[src/hw/rtl/tht_pkg.sv]
`timescale 1ns / 1ps
// ----------------------------------------------------------------------------
// tht_pkg: shared types and constants for the TTL hop table
// Slot geometry, hash constant, command codes and the slot memory interface.
// ----------------------------------------------------------------------------
package tht_pkg;

    // Table depth; the slot index is the low bits of the hash, so keep it a power of two
    localparam int unsigned SLOT_COUNT = 1024;
    localparam int unsigned IDX_W      = $clog2(SLOT_COUNT);

    // Multiplier of the xor-shift-multiply hash
    localparam logic [31:0] HASH_MULT = 32'h045d9f3b;

    // Command codes carried in the input tuser
    localparam logic CMD_RECORD = 1'b0;
    localparam logic CMD_QUERY  = 1'b1;

    typedef logic [IDX_W-1:0] slot_idx_t;

    // One table slot: valid flag, source address, last TTL
    typedef struct packed {
        logic        valid;
        logic [31:0] address;
        logic [7:0]  ttl;
    } slot_entry_t;

    // Access request from the control logic to the slot memory
    typedef struct packed {
        logic        rd_en;
        logic        wr_en;
        slot_idx_t   idx;
        slot_entry_t wdata;
    } mem_req_t;

endpackage

[src/hw/rtl/tht_hash.sv]
`timescale 1ns / 1ps
// ----------------------------------------------------------------------------
// tht_hash: slot index hash
// xor-shift, multiply, xor-shift; the product is registered on load and the
// final mix and index select follow in the next cycle.
// ----------------------------------------------------------------------------
module tht_hash (
    input  logic              clk,
    input  logic              load,
    input  logic [31:0]       address,
    output tht_pkg::slot_idx_t idx
);
    import tht_pkg::*;

    logic [31:0] mix;
    logic [31:0] prod_next;
    logic [31:0] prod_reg;
    logic [31:0] mixed;

    // First mix and multiply, modulo 2^32
    assign mix       = address ^ (address >> 16);
    assign prod_next = 32'(mix * HASH_MULT);

    // Product register
    always_ff @(posedge clk)
    begin
        if (load)
        begin
            prod_reg <= prod_next;
        end
    end

    // Second mix; low bits select the slot
    assign mixed = prod_reg ^ (prod_reg >> 16);
    assign idx   = mixed[IDX_W-1:0];

endmodule

[config.mk]
export PLATFORM = sky130hd
export DESIGN_NAME = tht_hash
export DESIGN_NICKNAME = d
export VERILOG_FILES = /design/src/hw/rtl/tht_pkg.sv /design/src/hw/rtl/tht_hash.sv
export SDC_FILE = /design/constraint.sdc
export NUM_CORES = 1
export LEC_CHECK = 0
export BUFFER_PORTS_ARGS = -buffer_cell sky130_fd_sc_hd__buf_4
export CORE_AREA = 2 2 150 152
export DETAILED_ROUTE_END_ITERATION = 12
export DIE_AREA = 0 0 152 154
export PLACE_DENSITY_LB_ADDON = 0.1
export SLEW_MARGIN = 20
export SYNTH_ARGS = -nofsm -noshare
export SYNTH_HDL_FRONTEND = slang
export SYNTH_SLANG_ARGS = --single-unit
[constraint.sdc]
create_clock -name clk -period 20.1 [get_ports clk]
set_input_delay 4.02 -clock clk [delete_from_list [all_inputs] [get_ports clk]]
set_output_delay 4.02 -clock clk [all_outputs]
set_load 0.1 [all_outputs]
==> results of run 1 <==
[worst max-delay path, delay by kind of cell]
kind                     cells  cell delay (ns)
AND/OR/NAND/NOR              2             0.40
AO/OA/AOI/OAI                3             0.90
buffers and inverters        8             0.62
XOR/XNOR                     3             1.20
adder cells (fa/ha/maj)      8             3.61
[Yosys cell counts, types with 2 or more instances]
cell      count  area share [%]
or2_2         2            0.17
edfxtp_1     20             8.0
o21ai_0       5            0.33
a31oi_1       3            0.25
nor2_1       12            0.60
nand2_1      12            0.60
nand2b_1      2            0.17
inv_1       285              14
fa_1        160              42
xnor2_1      46             5.3
a211oi_1      3            0.30
o41ai_1       2            0.23
and3_1        2            0.17
a21o_1        5            0.50
a21oi_1      11            0.73
and2_1        2            0.17
o21a_1        2            0.20
xor2_1       34             3.9
ha_1        116              19
nor3_1        5            0.33
[routing by layer]
layer,vias up,wire length [um]
li1,2269,-
met1,2337,8143
met2,60,9461
met3,16,267
met4,0,437
met5,-,0
[worst paths after layout]
kind / endpoint / startpoint / cells after the start
max: prod_reg[25] / address[24] / 24
min: prod_reg[7] / load / 1
[cell families (layout without fill, tap and decap cells)]
kind of cell | Yosys count | after routing | share of synthesized area, %
xor+xnor | 80 | 80 | 9.279
flops | 20 | 20 | 7.954
fa+ha+maj | 276 | 276 | 61.64
mux | 1 | 1 | 0.1326
simple gates | 46 | 46 | 3.347
compound gates | 40 | 40 | 3.480
buf+inv | 285 | 335 | 14.17
[stage by stage]
stage               utilization, %  std cells  hold slack (ns)
detailed placement           38.02       1074            4.430
floorplan                        -        748            4.133
CTS                          38.51       1078            4.172
global placement             38.02       1074            4.427
finish                       38.51       1078            4.167
global route                 38.51       1078            4.177
[final cells by class]
class	count	area (um^2)	share of cell area, %
Tap cell	280	350.3	4.195
Multi-Input combinational cell	443	5881	70.41
Timing Repair Buffer	46	345.3	4.135
Inverter	285	1070	12.81
Sequential cell	20	600.6	7.191
Clock buffer	3	75.07	0.8989
Clock inverter	1	30.03	0.3596
==> results.md, run 1 <==
- Outcome: completed
- CTS clk-pin slew, worst paths: 0.06 ns
- Setup WS post-layout: between 9 and 10 ns
- Clock Path Buffers: 2
- Crit-path max cell delay: ~0.7 ns
- TritonCTS clock tree: done
- Wirelength per Cell: 16.98 um
- Final min period: around 11 ns
- Share of layout cells above drive strength 1: approximately 7.5%
- CP cell instances: buf_4 > xnor2_1 > xnor2_1 > inv_1 > ha_1 > or2_2 > fa_1 > inv_1 > fa_1 > inv_1 > fa_1 > inv_1 > fa_1 > inv_1 > fa_1 > inv_1 > fa_1 > inv_1 > ha_1 > a21oi_1 > o21ai_0 > nor4b_2 > o41ai_1 > xnor2_1
- Via Count: 4682
- Crit path required time: 20.09 ns
- Most frequent CP cell: inv_1
- Row count: 54
- Fmax: 0.09278 GHz
- WL final: about 18000 um
- Fillers: 2188
- Crit end category: register
- Largest net degree at the start of global routing: 21
- Yosys warns: 0
- Fin. max-slew vios: 0
- Ys flop type: edfxtp_1
- CTS Root Cell: clkbuf_16
- Via density: approximately 4.3
- Total global-route track usage: between 15 and 20%
- Post-Synthesis Cells: around 750
- Setup crit start kind: input pin
- HP Class: input pin to register
- Crit Path Class: input pin to register
- CP max stage cell: xnor2_1
- I/O Pins: 44
- H-tree depth: 1
- Nets: 1109
- CTS resizes: 0
- Asr flop ratio synth: 0%
- Synth Register Bits: 20
- Commonest non-fill, non-tap cell in the layout: inv_1
- Routed Antenna Nets: 0
- Post-synthesis sequential area ratio: 7.954%
- Met2 Track Usage GR: a little under a third
- Buffers on Ports: 43
- Post-synthesis cell type count: 39
- Commonest cells after routing, fill and taps aside: inv_1 (285), fa_1 (160), ha_1 (116), xnor2_1 (46), buf_4 (46)
- Mean post-synth cell area: between 10 and 15 um^2
- Final instance area: about 8400 um^2
- DP HPWL: roughly 17000 um
- Setup bufs post-CTS: 0
- Initial DRC count: between 100 and 150
- CTS buffer count: 3
- Pre-antenna DRT Iters: 4
- Mapped cell area: between 7000 and 8000 um^2
- Placed cell area: about 8000 um^2
- Finish-stage setup viols: 0
- EDFF count, synth: 20
- Die area: around 23000 um^2
- Die W: 152 um
- Pre-CTS setup slack: approximately 9 ns
- Starting density of the core: between 30% and 40%
- Part of the cycle the worst path needs: a little over half
- Slew HR: between 20 and 30%
- Post-CTS Hold Buffers: 0
- Clk sinks: 20
- Drt drc: 0
- Slew of the pin with the lowest slew margin: between 1 and 1.5 ns
- Die height: 154 um
- Met3 usage: less than 1%
- Final GP Congestion: slightly below 1
- Critical path data arrival time: around 11 ns
- RSZ-0062 raised after global routing: false
- Fin. Hold Viols: 0
- GR Overflow Total: 0
- Syn Nets: between 1000 and 1500
- First-pass GRT wire length: ~30000 um
- TNS Setup: 0 ns
- Max reg flops: 20
- Gr busiest metal: met2
- MaxCap Viol Count: 0
- Crit Path Max Fanout: 7
- # diodes: 0
- Core ar.: approximately 22000 um^2
- Area grow syn2layout: 10.60%
- Antenna violations before repair: 0
- GRT met1 Usage: approximately a fifth
- Number of global-route vias before repair: between 5000 and 6000
Power of run 1 is left out: the tool's default activity adds up to more than one toggle a clock period on the data nets, which glitch-free logic cannot reach.
==> run 2: changes to the inputs <==
==> constraint.sdc (replaced) <==
create_clock -name clk -period 8.9 [get_ports clk]
set_input_delay 1.78 -clock clk [delete_from_list [all_inputs] [get_ports clk]]
set_output_delay 1.78 -clock clk [all_outputs]
set_load 0.1 [all_outputs]
==> results.md, run 2 (synthesis results as in run 1) <==
- Nets: 1120
- Share of layout cells above drive strength 1: under 10%
- First-pass GRT wire length: 30040 um
- Via Count: between 4000 and 5000
- CTS resizes: 0
- Slew HR: approximately half
- Fin. max-slew vios: 0
- CP cell instances: buf_4 > xnor2_1 > xnor2_1 > inv_1 > ha_1 > or2_2 > fa_1 > inv_1 > fa_1 > inv_1 > ha_1 > fa_1 > fa_1 > inv_1 > fa_1 > inv_1 > ha_1 > nand3_1 > nand3b_1 > o22ai_1 > a2111oi_0 > a211oi_1 > xor2_1
- Max reg flops: 20
- CP max stage cell: xnor2_1
- TritonCTS clock tree: done
- Final GP Congestion: between 0.8 and 0.9
- CTS Root Cell: clkbuf_16
- Fmax: about 0.12 GHz
- Fin. Hold Viols: 0
- Commonest cells after routing, fill and taps aside: inv_1 (285), fa_1 (160), ha_1 (116), buf_4 (57), xnor2_1 (46)
- MaxCap Viol Count: 0
- Crit Path Max Fanout: 5
- Core ar.: roughly 22000 um^2
- Die height: 154 um
- Setup crit start kind: input pin
- Multi-input gate area: slightly below 6000 um^2
- CTS clk-pin slew, worst paths: 0.05 ns
- Wirelength per Cell: roughly 17 um
- Slew of the pin with the lowest slew margin: around 0.75 ns
- # diodes: 0
- RSZ-0062 raised after global routing: false
- Die area: 23410 um^2
- Drt drc: 0
- Buffers on Ports: between 40 and 50
- Clock Path Buffers: 2
- GR Overflow Total: 0
- Crit-path max cell delay: about 0.60 ns
- Total global-route track usage: about 16%
- Worst Hold Launch: load
- DP HPWL: approximately 17000 um
- Finish-stage setup viols: 0
- Crit path required time: 8.89 ns
- Initial DRC count: 91
- WHS Path Cells: 1
- Commonest non-fill, non-tap cell in the layout: inv_1
- I/O Pins: 44
- Area grow syn2layout: 11.30%
- Hold Path End: prod_reg[5]
- Routed Antenna Nets: 0
- Crit Path Class: input pin to register
- Final min period: ~8.1 ns
- Row count: 54
- Fillers: approximately 2200
- HP Class: input pin to register
- Pre-antenna DRT Iters: 4
- Critical path data arrival time: approximately 8.1 ns
- Antenna violations before repair: 0
- Largest net degree at the start of global routing: 21
- Outcome: completed
- Seq. cell area: about 600 um^2
- TNS Setup: 0 ns
- H-tree depth: 1
- WL final: 18270 um
- Starting density of the core: roughly a third
- Number of global-route vias before repair: 5604
- Crit end category: register
- Setup bufs post-CTS: 0
- Clk sinks: 20
- Part of the cycle the worst path needs: between 90% and 100%
- Post-CTS Hold Buffers: 0
- Hold slack: slightly below 2 ns
- Via density: 4.369
- Die W: roughly 150 um
- CTS buffer count: 3
-- run 2: cell count changes in the layout (fill, tap and decap cells not counted) --
| cell | previous run | this run |
|---|---|---|
| bufinv_16 | 1 | 0 |
| buf_4 | 46 | 57 |
-- run 2: per-layer routing --
metal	GRT usage (%)	routed length [um]
met1	21.36	8192
met2	31.00	9484
met3	0.9865	385
met4	2.225	204
met5	0	0
-- run 2: worst max-delay path, delay by kind of cell --
kind	cells	cell delay, ns
xor gates and xnor gates	3	0.94
and+or+nand+nor	3	0.69
buffers and inverters	6	0.53
adders and majority gates	8	3.24
AOI/OAI and AO/OA	3	0.87
-- run 2: worst max path at each step --
| stage | startpoint | endpoint |
|---|---|---|
| floorplan | address[8] | prod_reg[25] |
| global placement | address[20] | prod_reg[21] |
| detailed placement | address[24] | prod_reg[25] |
| CTS | address[24] | prod_reg[25] |
| global route | address[24] | prod_reg[25] |
| finish | address[20] | prod_reg[24] |
-- run 2: layout make-up --
class                      count  share of cell area (%)
multi-input combinational    443                   69.97
timing repair buffer          57                   5.092
inverter                     285                   12.73
sequential                    20                   7.146
clock buffer                   3                  0.8933
tap                          280                   4.169
-- run 2: through the flow --
step | cell area (um^2) | setup slack [ns] | utilization [%] | cells
3_3_place_gp | 8329 | 0.5812 | 38.40 | 1085
6_report | 8404 | 0.8316 | 38.75 | 1088
4_1_cts | 8404 | 0.7912 | 38.75 | 1088
2_1_floorplan | 7551 | 1.086 | - | 748
3_5_place_dp | 8329 | 0.5256 | 38.40 | 1085
5_1_grt | 8404 | 0.4711 | 38.75 | 1088
Power of run 2 is left out for the same reason.
